===== config.mk =====
export PLATFORM = sky130hd
export DESIGN_NAME = pedal_plausibility_monitor
export DESIGN_NICKNAME = d
export VERILOG_FILES = /design/src/hdl/ppm_pkg.sv /design/src/hdl/ppm_div.sv /design/src/hdl/ppm_dp.sv /design/src/hdl/ppm_ctrl.sv /design/src/hdl/pedal_plausibility_monitor.sv
export SDC_FILE = /design/constraint.sdc
export NUM_CORES = 2
export LEC_CHECK = 0
export ABC_AREA = 1
export BUFFER_PORTS_ARGS = -buffer_cell sky130_fd_sc_hd__buf_2
export CAP_MARGIN = 20
export CORE_AREA = 2 2 321 323
export DETAILED_ROUTE_END_ITERATION = 6
export DIE_AREA = 0 0 323 325
export PLACE_DENSITY = 0.72
export SYNTH_ARGS = -nofsm -noshare
export SYNTH_HDL_FRONTEND = slang
export SYNTH_SLANG_ARGS = --single-unit

===== constraint.sdc =====
create_clock -name clk_i -period 18.6 [get_ports clk_i]
set_input_delay 1.86 -clock clk_i [delete_from_list [all_inputs] [get_ports clk_i]]
set_output_delay 1.86 -clock clk_i [all_outputs]
set_load 0.01 [all_outputs]

===== src/hdl/ppm_pkg.sv =====
package ppm_pkg;

  localparam int ADC_BITS  = 12;
  localparam int FRAC_BITS = 4;
  localparam int CAL_W     = ADC_BITS + 1;             // calibrated extremes
  localparam int LVL_W     = ADC_BITS + FRAC_BITS;     // level shifted by frac bits
  localparam int NUM_W     = ADC_BITS + LVL_W;         // |x - low| * level magnitude
  localparam int N_W       = NUM_W + 1;                // signed normalized value
  localparam int TOUT_W    = 14 + FRAC_BITS;           // signed throttle output
  localparam int CNT_W     = $clog2(NUM_W);

  localparam logic [CAL_W-1:0]    CAL_MAX  = {CAL_W{1'b1}};
  localparam logic [ADC_BITS-1:0] ADC_MAX  = {ADC_BITS{1'b1}};

  typedef enum logic [1:0] {
    ACT_CAL     = 2'd0,
    ACT_FINISH  = 2'd1,
    ACT_PROCESS = 2'd2,
    ACT_SHUT    = 2'd3
  } act_e;

  typedef enum logic [2:0] {
    REG_NORM_MAX   = 3'd0,
    REG_MARGIN     = 3'd1,
    REG_ERR_TIME   = 3'd2,
    REG_DEV_LIMIT  = 3'd3,
    REG_BRAKE_ON   = 3'd4,
    REG_TB_HIGH    = 3'd5,
    REG_TB_LOW     = 3'd6,
    REG_UNUSED     = 3'd7
  } reg_e;

  localparam int E_PLAUS  = 0;
  localparam int E_RANGE  = 1;
  localparam int E_OUTPUT = 2;
  localparam int E_BRANGE = 3;
  localparam int E_BPLAUS = 4;

  typedef struct packed {
    logic [11:0] norm_max;
    logic [9:0]  limit_margin;
    logic [15:0] error_time_ms;
    logic [11:0] deviation_limit;
    logic [11:0] brake_on_level;
    logic [11:0] throttle_brake_high;
    logic [11:0] throttle_brake_low;
  } cfg_t;

  typedef struct packed {
    logic       load;
    logic       mul;
    logic       div_start;
    logic       store_n;
    logic       avg;
    logic       eval;
    logic [1:0] ch;
  } cmd_t;

  typedef struct packed {
    logic [1:0] action;
    logic       shut;
    logic       div_done;
  } sts_t;

  typedef struct packed {
    logic [4:0]          error_flags;
    logic                shutdown_latched;
    logic [ADC_BITS-1:0] drive_value;
    logic                drive_write;
  } res_t;

endpackage


===== src/hdl/ppm_div.sv =====
module ppm_div (
  input  logic                      clk_i,
  input  logic                      rst_ni,
  input  logic                      start_i,
  input  logic [ppm_pkg::NUM_W-1:0] dividend_i,
  input  logic [ppm_pkg::CAL_W-1:0] divisor_i,
  output logic                      done_o,
  output logic [ppm_pkg::NUM_W-1:0] quot_o
);
  import ppm_pkg::*;

  logic [CAL_W-1:0] rem_q, rem_d, den_q;
  logic [NUM_W-1:0] quo_q, quo_d;
  logic [CNT_W-1:0] cnt_q;
  logic             busy_q, done_q;
  logic [CAL_W:0]   trial;

  // restoring division, one quotient bit a cycle
  always_comb begin
    trial = {rem_q, quo_q[NUM_W-1]};
    if (trial >= {1'b0, den_q}) begin
      rem_d = CAL_W'(trial - {1'b0, den_q});
      quo_d = {quo_q[NUM_W-2:0], 1'b1};
    end else begin
      rem_d = trial[CAL_W-1:0];
      quo_d = {quo_q[NUM_W-2:0], 1'b0};
    end
  end

  always_ff @(posedge clk_i or negedge rst_ni) begin
    if (!rst_ni) begin
      busy_q <= 1'b0;
      done_q <= 1'b0;
      cnt_q  <= '0;
    end else begin
      done_q <= 1'b0;
      if (start_i) begin
        busy_q <= 1'b1;
        cnt_q  <= '0;
      end else if (busy_q) begin
        cnt_q <= cnt_q + 1'b1;
        if (cnt_q == CNT_W'(NUM_W - 1)) begin
          busy_q <= 1'b0;
          done_q <= 1'b1;
        end
      end
    end
  end

  always_ff @(posedge clk_i) begin
    if (start_i) begin
      rem_q <= '0;
      quo_q <= dividend_i;
      den_q <= divisor_i;
    end else if (busy_q) begin
      rem_q <= rem_d;
      quo_q <= quo_d;
    end
  end

  assign done_o = done_q;
  assign quot_o = quo_q;

endmodule


===== src/hdl/ppm_dp.sv =====
module ppm_dp (
  input  logic                         clk_i,
  input  logic                         rst_ni,
  input  ppm_pkg::cmd_t                cmd_i,
  input  ppm_pkg::cfg_t                cfg_i,
  input  logic [1:0]                   action_i,
  input  logic [ppm_pkg::ADC_BITS-1:0] throttle_a_i,
  input  logic [ppm_pkg::ADC_BITS-1:0] throttle_b_i,
  input  logic [ppm_pkg::ADC_BITS-1:0] brake_raw_i,
  input  logic [ppm_pkg::ADC_BITS-1:0] feedback_raw_i,
  input  logic [31:0]                  now_ms_i,
  output ppm_pkg::sts_t                sts_o,
  output ppm_pkg::res_t                res_o
);
  import ppm_pkg::*;

  localparam int PROD_W = CAL_W + 1 + LVL_W + 1;
  localparam int SUM_W  = N_W + 1;
  localparam int T_W    = SUM_W + 1;

  // item latch
  logic [1:0]          act_q;
  logic [ADC_BITS-1:0] raw_q [3];
  logic [ADC_BITS-1:0] fb_q;
  logic [31:0]         now_q;

  // architectural state
  logic [CAL_W-1:0]        hi_q [3], hi_d [3];
  logic [CAL_W-1:0]        lo_q [3], lo_d [3];
  logic signed [TOUT_W-1:0] tout_q, tout_d;
  logic [4:0]              err_q, err_d;
  logic [31:0]             start_q [4], start_d [4];
  logic                    shut_q, shut_d;

  // normalization
  logic signed [N_W-1:0] n_q [3];
  logic [NUM_W-1:0]      num_q;
  logic [CAL_W-1:0]      den_q;
  logic                  neg_q, zero_q;
  logic                  div_done;
  logic [NUM_W-1:0]      quot;

  logic [LVL_W-1:0]        lvl_nm;
  logic signed [CAL_W:0]   diff, span;
  logic signed [PROD_W-1:0] prod;
  logic [PROD_W-1:0]       prod_mag;
  logic [CAL_W-1:0]        span_mag;
  logic signed [SUM_W-1:0] nsum, nhalf;
  logic signed [T_W-1:0]   t_full;

  assign lvl_nm = {cfg_i.norm_max, FRAC_BITS'(0)};

  always_comb begin
    diff     = $signed({2'b0, raw_q[cmd_i.ch]}) - $signed({1'b0, lo_q[cmd_i.ch]});
    span     = $signed({1'b0, hi_q[cmd_i.ch]}) - $signed({1'b0, lo_q[cmd_i.ch]});
    prod     = PROD_W'(diff) * $signed({1'b0, lvl_nm});
    prod_mag = prod[PROD_W-1] ? PROD_W'(-prod) : PROD_W'(prod);
    span_mag = span[CAL_W] ? CAL_W'(-span) : CAL_W'(span);
  end

  ppm_div u_div (
    .clk_i      (clk_i),
    .rst_ni     (rst_ni),
    .start_i    (cmd_i.div_start),
    .dividend_i (num_q),
    .divisor_i  (den_q),
    .done_o     (div_done),
    .quot_o     (quot)
  );

  // average of the two throttle channels, inverted and saturated
  always_comb begin
    nsum   = SUM_W'(n_q[0]) + SUM_W'(n_q[1]);
    nhalf  = (nsum + $signed(SUM_W'(nsum[SUM_W-1]))) >>> 1;
    t_full = $signed(T_W'(lvl_nm)) - T_W'(nhalf);
  end

  // item evaluation
  logic                    to_fail;
  logic signed [SUM_W-1:0] dn, adn;
  logic [LVL_W-1:0]        lvl_dev;
  logic signed [CAL_W-1:0] br_hi;
  logic signed [TOUT_W:0]  od, aod;
  logic                    dw;
  logic [ADC_BITS-1:0]     dv;
  logic [CAL_W:0]          hsum;

  always_comb begin
    for (int i = 0; i < 3; i++) begin
      hi_d[i] = hi_q[i];
      lo_d[i] = lo_q[i];
    end
    for (int b = 0; b < 4; b++) start_d[b] = start_q[b];
    tout_d  = tout_q;
    err_d   = err_q;
    shut_d  = shut_q;
    dw      = 1'b0;
    dv      = '0;
    to_fail = 1'b0;
    hsum    = '0;
    lvl_dev = {cfg_i.deviation_limit, FRAC_BITS'(0)};
    dn      = SUM_W'(n_q[0]) - SUM_W'(n_q[1]);
    adn     = dn[SUM_W-1] ? -dn : dn;
    br_hi   = $signed({1'b0, cfg_i.norm_max}) - $signed(CAL_W'(cfg_i.limit_margin));
    od      = (TOUT_W+1)'(tout_q) - $signed({2'b0, fb_q, FRAC_BITS'(0)});
    aod     = od[TOUT_W] ? -od : od;

    if (cmd_i.avg) begin
      if (t_full > $signed(T_W'({1'b0, {(TOUT_W-1){1'b1}}})))
        tout_d = {1'b0, {(TOUT_W-1){1'b1}}};
      else if (t_full < T_W'($signed({1'b1, {(TOUT_W-1){1'b0}}})))
        tout_d = {1'b1, {(TOUT_W-1){1'b0}}};
      else
        tout_d = TOUT_W'(t_full);
    end

    if (cmd_i.eval) begin
      case (act_q)
        ACT_CAL: begin
          for (int i = 0; i < 3; i++) begin
            if (CAL_W'(raw_q[i]) > hi_q[i]) hi_d[i] = CAL_W'(raw_q[i]);
            if (CAL_W'(raw_q[i]) < lo_q[i]) lo_d[i] = CAL_W'(raw_q[i]);
          end
        end
        ACT_FINISH: begin
          for (int i = 0; i < 2; i++) begin
            hsum    = {1'b0, hi_q[i]} + (CAL_W+1)'(cfg_i.limit_margin);
            hi_d[i] = hsum[CAL_W] ? CAL_MAX : hsum[CAL_W-1:0];
          end
          tout_d = $signed(TOUT_W'({fb_q, FRAC_BITS'(0)}));
        end
        ACT_SHUT: shut_d = 1'b1;
        ACT_PROCESS: begin
          if (shut_q) begin
            dw = 1'b1;
          end else begin
            for (int b = 0; b < 4; b++)
              if (err_q[b] && (now_q - start_q[b]) > {16'b0, cfg_i.error_time_ms})
                to_fail = 1'b1;
            if (to_fail) begin
              shut_d = 1'b1;
            end else if (adn > $signed(SUM_W'(lvl_dev))) begin
              if (!err_q[E_PLAUS]) begin
                err_d[E_PLAUS]   = 1'b1;
                start_d[E_PLAUS] = now_q;
              end
            end else begin
              err_d[E_PLAUS]   = 1'b0;
              start_d[E_PLAUS] = '0;
              if (raw_q[0] > cfg_i.norm_max || raw_q[1] > cfg_i.norm_max) begin
                if (!err_q[E_RANGE]) begin
                  err_d[E_RANGE]   = 1'b1;
                  start_d[E_RANGE] = now_q;
                end
              end else begin
                err_d[E_RANGE]   = 1'b0;
                start_d[E_RANGE] = '0;
                if ($signed({1'b0, raw_q[2]}) > br_hi ||
                    raw_q[2] < ADC_BITS'(cfg_i.limit_margin)) begin
                  if (!err_q[E_BRANGE]) begin
                    err_d[E_BRANGE]   = 1'b1;
                    start_d[E_BRANGE] = now_q;
                  end
                end else begin
                  err_d[E_BRANGE]   = 1'b0;
                  start_d[E_BRANGE] = '0;
                  dw = 1'b1;
                  if (n_q[2] > $signed(N_W'({cfg_i.brake_on_level, FRAC_BITS'(0)}))) begin
                    if (tout_q > $signed(TOUT_W'({cfg_i.throttle_brake_high,
                                                  FRAC_BITS'(0)}))) begin
                      err_d[E_BPLAUS] = 1'b1;
                      dw = 1'b0;
                    end else if (tout_q < $signed(TOUT_W'({cfg_i.throttle_brake_low,
                                                           FRAC_BITS'(0)}))) begin
                      err_d[E_BPLAUS] = 1'b0;
                    end
                  end else begin
                    err_d[E_BPLAUS] = 1'b0;
                  end
                  if (dw) begin
                    // integer part, saturated
                    if (tout_q[TOUT_W-1])
                      dv = '0;
                    else if ((tout_q >>> FRAC_BITS) > $signed(TOUT_W'(ADC_MAX)))
                      dv = ADC_MAX;
                    else
                      dv = ADC_BITS'(tout_q >>> FRAC_BITS);
                    if (aod > $signed((TOUT_W+1)'(lvl_dev))) begin
                      if (!err_q[E_OUTPUT]) begin
                        err_d[E_OUTPUT]   = 1'b1;
                        start_d[E_OUTPUT] = now_q;
                      end
                    end else begin
                      err_d[E_OUTPUT]   = 1'b0;
                      start_d[E_OUTPUT] = '0;
                    end
                  end
                end
              end
            end
          end
        end
        default: ;
      endcase
    end
  end

  always_ff @(posedge clk_i) begin
    if (cmd_i.load) begin
      act_q    <= action_i;
      raw_q[0] <= throttle_a_i;
      raw_q[1] <= throttle_b_i;
      raw_q[2] <= brake_raw_i;
      fb_q     <= feedback_raw_i;
      now_q    <= now_ms_i;
    end
    if (cmd_i.mul) begin
      num_q  <= prod_mag[NUM_W-1:0];
      den_q  <= span_mag;
      neg_q  <= prod[PROD_W-1] ^ span[CAL_W];
      zero_q <= (span == '0);
    end
    if (cmd_i.store_n) begin
      if (zero_q)     n_q[cmd_i.ch] <= '0;
      else if (neg_q) n_q[cmd_i.ch] <= -$signed({1'b0, quot});
      else            n_q[cmd_i.ch] <= $signed({1'b0, quot});
    end
  end

  always_ff @(posedge clk_i or negedge rst_ni) begin
    if (!rst_ni) begin
      for (int i = 0; i < 3; i++) begin
        hi_q[i] <= '0;
        lo_q[i] <= CAL_W'(ADC_MAX);
      end
      for (int b = 0; b < 4; b++) start_q[b] <= '0;
      tout_q <= '0;
      err_q  <= '0;
      shut_q <= 1'b0;
    end else begin
      hi_q    <= hi_d;
      lo_q    <= lo_d;
      start_q <= start_d;
      tout_q  <= tout_d;
      err_q   <= err_d;
      shut_q  <= shut_d;
    end
  end

  assign sts_o.action   = act_q;
  assign sts_o.shut     = shut_q;
  assign sts_o.div_done = div_done;

  assign res_o.drive_write      = dw;
  assign res_o.drive_value      = dv;
  assign res_o.shutdown_latched = shut_d;
  assign res_o.error_flags      = err_d;

endmodule


===== src/hdl/ppm_ctrl.sv =====
module ppm_ctrl (
  input  logic          clk_i,
  input  logic          rst_ni,
  input  logic          in_valid_i,
  output logic          in_ready_o,
  input  logic          out_free_i,
  input  ppm_pkg::sts_t sts_i,
  output ppm_pkg::cmd_t cmd_o
);
  import ppm_pkg::*;

  typedef enum logic [2:0] {
    S_IDLE, S_DISP, S_MUL, S_DIV_GO, S_DIV_WAIT, S_AVG, S_EVAL
  } state_e;

  state_e     state_q;
  logic [1:0] ch_q;

  always_ff @(posedge clk_i or negedge rst_ni) begin
    if (!rst_ni) begin
      state_q <= S_IDLE;
      ch_q    <= '0;
    end else begin
      case (state_q)
        S_IDLE:     if (in_valid_i) state_q <= S_DISP;
        S_DISP: begin
          ch_q <= '0;
          if (sts_i.action == ACT_PROCESS && !sts_i.shut) state_q <= S_MUL;
          else state_q <= S_EVAL;
        end
        S_MUL:      state_q <= S_DIV_GO;
        S_DIV_GO:   state_q <= S_DIV_WAIT;
        S_DIV_WAIT: begin
          if (sts_i.div_done) begin
            if (ch_q == 2'd2) begin
              state_q <= S_AVG;
            end else begin
              ch_q    <= ch_q + 1'b1;
              state_q <= S_MUL;
            end
          end
        end
        S_AVG:      state_q <= S_EVAL;
        S_EVAL:     if (out_free_i) state_q <= S_IDLE;
        default:    state_q <= S_IDLE;
      endcase
    end
  end

  assign in_ready_o = (state_q == S_IDLE);

  always_comb begin
    cmd_o           = '0;
    cmd_o.ch        = ch_q;
    cmd_o.load      = (state_q == S_IDLE) && in_valid_i;
    cmd_o.mul       = (state_q == S_MUL);
    cmd_o.div_start = (state_q == S_DIV_GO);
    cmd_o.store_n   = (state_q == S_DIV_WAIT) && sts_i.div_done;
    cmd_o.avg       = (state_q == S_AVG);
    cmd_o.eval      = (state_q == S_EVAL) && out_free_i;
  end

endmodule


===== src/hdl/pedal_plausibility_monitor.sv =====
// process item: dispatch, three normalizations of multiply, divider start, 28 divide steps
// and handoff, then average and check; calibrate, finish, shutdown and process-while-shut-down
// items go from dispatch straight to the check
// flow: next beat is taken the cycle after the result is registered, so only one item is
// worked on at a time, and the check waits while the output stalls
// reset: rst_ni async active low; clears calibration, errors, timers and shutdown, loads defaults
module pedal_plausibility_monitor (
  input  logic        clk_i,
  input  logic        rst_ni,
  input  logic        s_axis_tvalid,
  output logic        s_axis_tready,
  // throttle_a, throttle_b, brake_raw, feedback_raw, now_ms
  input  logic [79:0] s_axis_tdata,
  // action
  input  logic [1:0]  s_axis_tuser,
  output logic        m_axis_tvalid,
  input  logic        m_axis_tready,
  // drive_write, drive_value, shutdown_latched, error_flags, zero fill
  output logic [23:0] m_axis_tdata,
  input  logic        psel,
  input  logic        penable,
  input  logic        pwrite,
  input  logic [4:0]  paddr,
  input  logic [31:0] pwdata,
  output logic [31:0] prdata,
  output logic        pready
);
  import ppm_pkg::*;

  cfg_t cfg_q;
  cmd_t cmd;
  sts_t sts;
  res_t res;
  logic out_free;
  logic m_valid_q;
  res_t m_res_q;
  reg_e widx;

  // configuration registers
  assign pready = 1'b1;
  assign widx   = reg_e'(paddr[4:2]);

  always_ff @(posedge clk_i or negedge rst_ni) begin
    if (!rst_ni) begin
      cfg_q.norm_max            <= 12'd1023;
      cfg_q.limit_margin        <= 10'd20;
      cfg_q.error_time_ms       <= 16'd100;
      cfg_q.deviation_limit     <= 12'd102;
      cfg_q.brake_on_level      <= 12'd102;
      cfg_q.throttle_brake_high <= 12'd256;
      cfg_q.throttle_brake_low  <= 12'd51;
    end else if (psel && penable && pwrite) begin
      case (widx)
        REG_NORM_MAX:  cfg_q.norm_max            <= pwdata[11:0];
        REG_MARGIN:    cfg_q.limit_margin        <= pwdata[9:0];
        REG_ERR_TIME:  cfg_q.error_time_ms       <= pwdata[15:0];
        REG_DEV_LIMIT: cfg_q.deviation_limit     <= pwdata[11:0];
        REG_BRAKE_ON:  cfg_q.brake_on_level      <= pwdata[11:0];
        REG_TB_HIGH:   cfg_q.throttle_brake_high <= pwdata[11:0];
        REG_TB_LOW:    cfg_q.throttle_brake_low  <= pwdata[11:0];
        default: ;
      endcase
    end
  end

  // register read back
  always_comb begin
    case (widx)
      REG_NORM_MAX:  prdata = 32'(cfg_q.norm_max);
      REG_MARGIN:    prdata = 32'(cfg_q.limit_margin);
      REG_ERR_TIME:  prdata = 32'(cfg_q.error_time_ms);
      REG_DEV_LIMIT: prdata = 32'(cfg_q.deviation_limit);
      REG_BRAKE_ON:  prdata = 32'(cfg_q.brake_on_level);
      REG_TB_HIGH:   prdata = 32'(cfg_q.throttle_brake_high);
      REG_TB_LOW:    prdata = 32'(cfg_q.throttle_brake_low);
      default:       prdata = '0;
    endcase
  end

  // output register frees up on the same cycle its beat is taken
  assign out_free = !m_valid_q || m_axis_tready;

  ppm_ctrl u_ctrl (
    .clk_i      (clk_i),
    .rst_ni     (rst_ni),
    .in_valid_i (s_axis_tvalid),
    .in_ready_o (s_axis_tready),
    .out_free_i (out_free),
    .sts_i      (sts),
    .cmd_o      (cmd)
  );

  ppm_dp u_dp (
    .clk_i          (clk_i),
    .rst_ni         (rst_ni),
    .cmd_i          (cmd),
    .cfg_i          (cfg_q),
    .action_i       (s_axis_tuser),
    .throttle_a_i   (s_axis_tdata[11:0]),
    .throttle_b_i   (s_axis_tdata[23:12]),
    .brake_raw_i    (s_axis_tdata[35:24]),
    .feedback_raw_i (s_axis_tdata[47:36]),
    .now_ms_i       (s_axis_tdata[79:48]),
    .sts_o          (sts),
    .res_o          (res)
  );

  always_ff @(posedge clk_i or negedge rst_ni) begin
    if (!rst_ni) begin
      m_valid_q <= 1'b0;
    end else if (cmd.eval) begin
      m_valid_q <= 1'b1;
    end else if (m_axis_tready) begin
      m_valid_q <= 1'b0;
    end
  end

  always_ff @(posedge clk_i) begin
    if (cmd.eval) m_res_q <= res;
  end

  assign m_axis_tvalid = m_valid_q;
  assign m_axis_tdata  = {5'b0, m_res_q};

  // one datapath command at a time
  a_cmd_onehot: assert property (@(posedge clk_i) disable iff (!rst_ni)
    $onehot0({cmd.load, cmd.mul, cmd.div_start, cmd.store_n, cmd.avg, cmd.eval}))
    else $error("more than one datapath command");

  // a result is never loaded over one still waiting
  a_no_overwrite: assert property (@(posedge clk_i) disable iff (!rst_ni)
    cmd.eval |-> (!m_valid_q || m_axis_tready))
    else $error("result overwritten");

  // once an input beat is taken the block is busy in the next cycle
  a_busy_after_beat: assert property (@(posedge clk_i) disable iff (!rst_ni)
    (s_axis_tvalid && s_axis_tready) |=> !s_axis_tready)
    else $error("ready right after accepted beat");

  // a drive while shut down is always zero
  a_shut_drive_zero: assert property (@(posedge clk_i) disable iff (!rst_ni)
    (m_axis_tvalid && m_res_q.drive_write && m_res_q.shutdown_latched)
      |-> (m_res_q.drive_value == '0))
    else $error("nonzero drive while shut down");

endmodule

# After elaboration in Yosys (flattened, before gate mapping)
# Memories as Yosys holds them, arrays and structs flattened.
# Cells that the tools add are included.
word_totals:
  elab_cells: 280
  ram_bits: 123
  mem_count: 2
  mem_bits_ro: 0
  input_bits: 126
  regBits: 487
  output_inout_bits: 59
  latchBits: 0
mem_list:
  columns: ["name", "words", "word_bits", "rd", "rd_clocked_by_memory_dff", "wr", "line", "rtl"]
  rows:
  - ["u_dp.n_q", 3, 29, 3, 0, 1, "ppm_dp.sv:36", "logic signed [N_W-1:0] n_q [3];"]
  - ["u_dp.raw_q", 3, 12, 4, 0, 3, "ppm_dp.sv:23", "logic [ADC_BITS-1:0] raw_q [3];"]
classes:
  div_mod_pow: 0
  n_lt_le_gt_ge: 24
  mux: 109
  n_mul: 1
  n_reduce_logical: 43
  n_bitwise: 11
  n_eq_ne: 27
  shifts: 0
  addsub: 22
ops:
  columns: ["cell", "count"]
  rows:
  - ["$mux W32", 8]
  - ["$mux W13", 10]
  - ["$gt A32 B16 Y1", 4]
  - ["$sub A32 B32 Y32", 4]
  - ["$pmux W16 S7", 1]
  - ["$mux W18", 5]
  - ["$mux W28", 3]
  - ["$mux W29", 2]
  - ["$mux W1", 56]
  - ["$bmux W13 S2", 2]
  - ["$pmux W26 S2", 1]
  - ["$gt A12 B12 Y1", 3]
  - ["$lt A12 B12 Y1", 3]
  - ["$gt A31 B18 Y1 const B", 1]
  - ["$lt A31 B18 Y1 const B", 1]
  - ["$add A29 B29 Y30", 1]
  - ["$add A30 B2 Y30", 1]
  - ["$gt A30 B17 Y1", 1]
  - ["$mux W30", 1]
  - ["$mux W5", 6]
  - ["$neg A30 Y30", 1]
  - ["$sub A17 B29 Y30", 1]
  - ["$sub A29 B29 Y30", 1]
  - ["$gt A29 B17 Y1", 1]
  - ["other kinds (56)", 119]

# Depth between registers and ports, before layout
logic_depth:
  ltp_word: 22
  mapped_depth: 52
  mapped_depth_nobuf: 50

# By module
# Synthesis repeated with hierarchy kept, for this count alone.
hier_totals:
  hier_cells: 7482
  hier_area_um2: 56665.6
by_module_without_submodules:
  columns: ["module", "seq_area_each_um2", "n_inst", "area_each_um2", "cells_each"]
  rows:
  - ["ppm_dp", 11946.5, 1, 47643.2, 6375]
  - ["pedal_plausibility_monitor", 2782.7, 1, 5138.7, 610]
  - ["ppm_div", 1666.6, 1, 3439.5, 435]
  - ["ppm_ctrl", 125.1, 1, 444.2, 62]

# Worst setup path before layout
# OpenSTA, ideal clock, no wires.
synth_path:
  path_kind: "reg-to-reg"
  startpoint: "reg u_ctrl.ch_q[1]"
  endpoint: "reg u_dp.num_q[19], data pin"
  setup_ps: 254
  path_buffers: 4
  t_arrival_ps: 9536
  stages_incl_launch_ff: 47
  required_ps: 18346
  synth_period_minus_slack_ps: 9790
  slack_ps: 8810
  cell_sequence: "dfrtp_1 > clkbuf_1 > inv_1 > nor2_1 > clkbuf_1 > a22oi_1 > ha_1 > nand3b_1 > and2_1 > or2_2 > nand2_1 > a21oi_1 > or2_2 > nand2_1 > a21oi_1 > or2_2 > nand2_1 > a21oi_1 > [11 not listed] > fa_1 > fa_1 > inv_1 > fa_1 > inv_1 > ha_1 > a21oi_1 > o21ai_0 > a221oi_1 > and3_1 > nor4_1 > a2111o_1 > or2_2 > nand2_1 > clkbuf_1 > nor2_1 > xnor2_1 > inv_1"
synth_via:
  elab_chain_len: 8
  elab_cells_between_ends: 9
  cone_classes: "add/sub (2); mul (1); mux (4); bitwise (1); memory (1)"
synth_rtl:
  columns: ["item", "line", "rtl"]
  rows:
  - ["start: declaration", "ppm_ctrl.sv:17", "logic [1:0] ch_q;"]
  - ["start signal: assignment", "ppm_ctrl.sv:38", "ch_q <= ch_q + 1'b1;"]
  - ["$not A2 Y3 (implied by the code)", "ppm_dp.sv:54", "diff = $signed({2'b0, raw_q[cmd_i.ch]}) - $signed({1'b0, lo_q[cmd_i.ch]});"]
  - ["$bmux W13 S2", "ppm_dp.sv:54", null]
  - ["$mux W13 (implied by the code) (2 in a row)", "ppm_dp.sv:54", null]
  - ["$sub A12 B13 Y14 (*)", "ppm_dp.sv:54", null]
  - ["$mul A14 B13 Y27 (*)", "ppm_dp.sv:56", "prod = PROD_W'(diff) * $signed({1'b0, lvl_nm});"]
  - ["$neg A28 Y28", "ppm_dp.sv:57", "prod_mag = prod[PROD_W-1] ? PROD_W'(-prod) : PROD_W'(prod);"]
  - ["$mux W28 (*)", "ppm_dp.sv:57", null]
  - ["named net u_dp.prod_mag[19]", "ppm_dp.sv:46", "logic [PROD_W-1:0] prod_mag;"]
  - ["end signal: assignment", "ppm_dp.sv:218", "num_q <= prod_mag[NUM_W-1:0];"]
  - ["end: declaration", "ppm_dp.sv:37", "logic [NUM_W-1:0] num_q;"]
# Mark *: on every way through the listed nets, which the timed path passes. The rest lies on a longest branch. The select of a mux whose other input is x is not followed.
# A chain may end at the register's enable or synchronous reset.

# Final worst setup path
layout_path:
  startpoint: "reg u_ctrl.ch_q[1]"
  endpoint: "reg u_dp.num_q[25], data pin"
# Same word-level chain as after synthesis.

==> impl_summary.md <==
Status
The flow ran to the end, and the final reports show no timing, DRC or antenna violations.

Global route
The total global-route track usage is 32.62%. The pin count of the biggest net entering global routing is 169. After global routing the overflow that remains totals 0. For this run, global-route usage on met1 was measured as 45.71%. The fraction of met3 tracks used by global routing is 7.234%. The number of antenna violations at the first check in global routing is 8.

met2 is the most crowded layer. The via count of the first global-routing pass was 47010. The first global-routing pass estimated 264700 um of wire.

The met2 global-route usage is 49.39%.

Floorplanning
The effective utilization at floorplan is 54.70%. Measured along the y axis, the die boundary spans 325 um. The area enclosed by the die boundary is 105000 um^2.

The area of the placeable core is 101300 um^2. The row count is 117. The top-level I/O count is 185. The horizontal extent of the die is 323 um.

Timing
The slack of the critical path is 6.690 ns. Dividing the final minimum period by the clock period gives 64.03%. The post-route clock skew is 0.02855 ns. The worst max-slew margin expressed relative to the limit is 28.11%.

The number of hold violations in the final report is 0. Setup repair after global routing left no endpoint under its margin. The max-slew violation count is 0. The shortest clock period the worst path allows after layout is 11.91 ns.

The timing-limited maximum frequency is 0.08397 GHz. The final-layout worst hold slack is 0.4146 ns. In the final timing run, aggregate negative setup slack is 0 ns. The slew at the pin closest to its max-slew limit is 1.075 ns. Setup violations remaining at the end of the flow were counted as 0.

Worst setup path
In this design, the largest share of critical-path delay is due to simple AND/OR/NAND/NOR gates. The cell type of the slowest stage on the worst timing path is fa_1. The data arrival time of the critical path is 12.30 ns. The startpoint-to-endpoint class of the critical path is reg -> reg. The startpoint of the worst setup timing path is u_ctrl.ch_q[1].

Along the worst path, the maximum fanout reaches 37. The most numerous cell type found on the critical path is inv_1. The required time of the critical path is 18.99 ns.

The type of element capturing the critical path is a flip-flop. The origin of the critical flop-to-flop path is u_ctrl.ch_q[1]. The type of element launching the critical path is a flip-flop. Counting both buffers and inverters, the worst setup path holds a total of 10. The worst stage delay on the critical path is 0.70 ns.

Route
Using the TritonRoute via totals, the vias-per-cell ratio works out to 5.602. After the first detailed-routing iteration, the DRC count stood at 4862. The count of TritonRoute iterations in the first routing pass is 6. The count of nets left with antenna violations after detail routing is 0.

The sum of routed wire length over all layers is 173200 um. The routed via count is 49760. For this run, design rule violations remaining after detail routing come to 0. In the final routed layout, each cell accounts on average for 19.50 um.

Finish
The final design instance area without fill is 59860 um^2. From synthesis to final layout, the design area changed by 8.032%. The share of layout cells above drive strength 1 is 6.885%. After filler insertion, the fill cell instance count of the layout stands at 9486. Cells fill 59.09% of the core in the end.

The number of nets in the layout is 8334. Excluding fillers, the count of instances in the completed layout stands at 8883.

Clocking
In this run, CTS created clock tree buffers numbering 70. The clock tree from TritonCTS is built. The clock reaches the later pin of the worst-skew pair after 0.65 ns. In this run the deepest clock path goes through 3 buffers. Post-CTS timing repair inserted 0 buffers for setup. The tree is rooted in a clkbuf_16. The post-cts hold buffer count is 0. The number of clock sinks is 606.

The clock transition at the registers of the reported paths is 0.06 ns. The H-tree depth is 3. Post-CTS repair changed the size of 0 cells.

Pwr
The total power divided by cell area is 188.2 nW/um^2. For this design the total switching power over the nets is 5.535 mW. The clock network fraction of total power is 12.9%. Internal power comes to 5.729 mW.

Of the total power, the share spent switching nets is 49.14%. The worst-case vdd ir drop is 0.7918 mV. The analysis attributes to cell leakage a power of 29.33 nW. In this run, flip-flops and latches consume 17.9% of the power.

Overall power consumption after layout is estimated at 11.26 mW. The share of total power dissipated in combinational logic is 69.2%.

Logic synthesis
The number of synthesis warnings is 0. The top-area cell type share of the netlist area is 14.52%. The synthesized netlist cell count is 7346.

The leading cell type by number of instances after synthesis is nand2_1. Synthesis instantiated 81 different standard cells from the library. The cell taking the most area after synthesis is edfxtp_1. The sequential fraction of the synthesis area is 29.81%. Of all flip-flops after synthesis, the portion carrying an async set or reset was 53.63%.

By count the netlist is led by nand2_1 (1608), inv_1 (1261), nor2_1 (595). The synthesized area is 55410 um^2. In this run, synthesis produced a sequential element count of 606. Sorting the synthesized cells by area gives the leading types as edfxtp_1 (15%), ha_1 (13%), dfrtp_1 (12%), nand2_1 (11%), inv_1 (8.5%). In this run the mean area of a mapped cell was 7.543 um^2. The most common flop cell mapped by yosys is edfxtp_1. Yosys mapped a number of flops with a built-in enable equal to 268.

Place
At the end of routability-driven placement, the weighted congestion stood at 1.011. OpenSTA, run right after detailed placement, puts the worst setup slack at 6.752 ns. During placement, the flow inserted port buffers numbering 144. The final HPWL from detailed placement is 137900 um. The total placed cells including tap cells is 8743. After detailed placement, the total cell area comes to 57400 um^2.

Worst hold path
The source of the worst hold timing path is u_dp.den_q[9]. In this run the worst hold path is classified as reg -> reg.

Job
The tool flagged a number of max-cap violations equal to 0.
-- area by class of cell --
cell class                      count  area (um^2)  area share, %
Antenna cell                        6        15.01        0.02508
Clock buffer                       94         1924          3.215
Clock inverter                     34        437.9         0.7315
Inverter                         1291         4848          8.099
Multi-Input combinational cell   5294        33270          55.58
Sequential cell                   606        16520          27.60
Tap cell                         1368         1712          2.859
Timing Repair Buffer              190         1130          1.887
-- layout by cell type, fill, tap and decap left out, drive strengths merged, types with 22 or more instances in the layout --
cell type	count
nand2	1636
inv	1283
nor2	634
ha	584
o21ai	577
a21oi	530
edfxtp	268
dfrtp	261
nand3	246
xor2	210
buf	190
fa	171
nand4	112
nor3	102
clkbuf	94
xnor2	85
dfstp	64
o221ai	37
o21bai	36
a21o	33
clkinv	31
o22ai	29
a31oi	27
o211ai	26
nor4	26
or2	25
conb	22
-- per-layer routing --
metal,vias to the layer above,part of all wire (%)
met5,-,0
met4,0,3.7
met3,328,9.8
met2,1882,43
met1,23350,43
li1,24200,-
-- cell families (layout without fill, tap and decap cells) --
group,after synthesis,in the layout,share of synthesized area [%]
buf+inv,1466,1609,10.36
other cells,2,28,0.01355
flops,606,606,29.81
xor+xnor,295,295,4.717
simple gates,2815,2815,21.42
fa+ha+maj,755,755,19.36
compound gates,1407,1407,14.31
-- worst register-to-register path, delay by kind of cell (launching register included) --
kind	cells	cell delay (ns)
AOI/OAI and AO/OA	10	1.71
DFF	1	0.32
adders and majority gates	7	3.49
and+or+nand+nor	18	3.81
xor gates and xnor gates	1	0.17
buffers and inverters	10	2.18
-- power groups by stage --
stage	Clock [mW]	Combinational, mW	Sequential, mW
after floorplan	0	6.81	2.18
after CTS	1.47	7.90	2.02
after detailed placement	0	7.86	2.04
final	1.45	7.80	2.01
after global placement	0	7.65	2.04
after global routing	1.53	8.84	2.00
-- worst paths after layout --
check | cells past startpoint | slack (ns) | end
hold reg to reg | 0 | 0.41 | u_dp.u_div.den_q[9]
setup / recovery | 46 | 6.69 | u_dp.num_q[25]
max in group asynchronous | 3 | 15.05 | u_dp.tout_q[3]
hold / removal | 0 | 0.41 | u_dp.u_div.den_q[9]
setup reg to reg | 46 | 6.69 | u_dp.num_q[25]
min in group asynchronous | 1 | 1.20 | u_dp.u_div.cnt_q[2]
-- sequential cells by signal, summed over array words and instances (netlist names), 12 cells and up --
| name | count |
|---|---|
| cfg_q | 86 |
| m_axis_tdata | 19 |
| u_dp.den_q | 13 |
| u_dp.u_div.den_q | 13 |
| u_dp.u_div.rem_q | 13 |
| u_dp.now_q | 32 |
| u_dp.tout_q | 18 |
| u_dp.hi_q | 38 |
| u_dp.raw_q | 36 |
| u_dp.fb_q | 12 |
| u_dp.u_div.quot_o | 28 |
| u_dp.n_q | 87 |
| u_dp.start_q | 128 |
| u_dp.lo_q | 36 |
| u_dp.num_q | 24 |
Note: power is estimated with default switching activity, not from simulation.
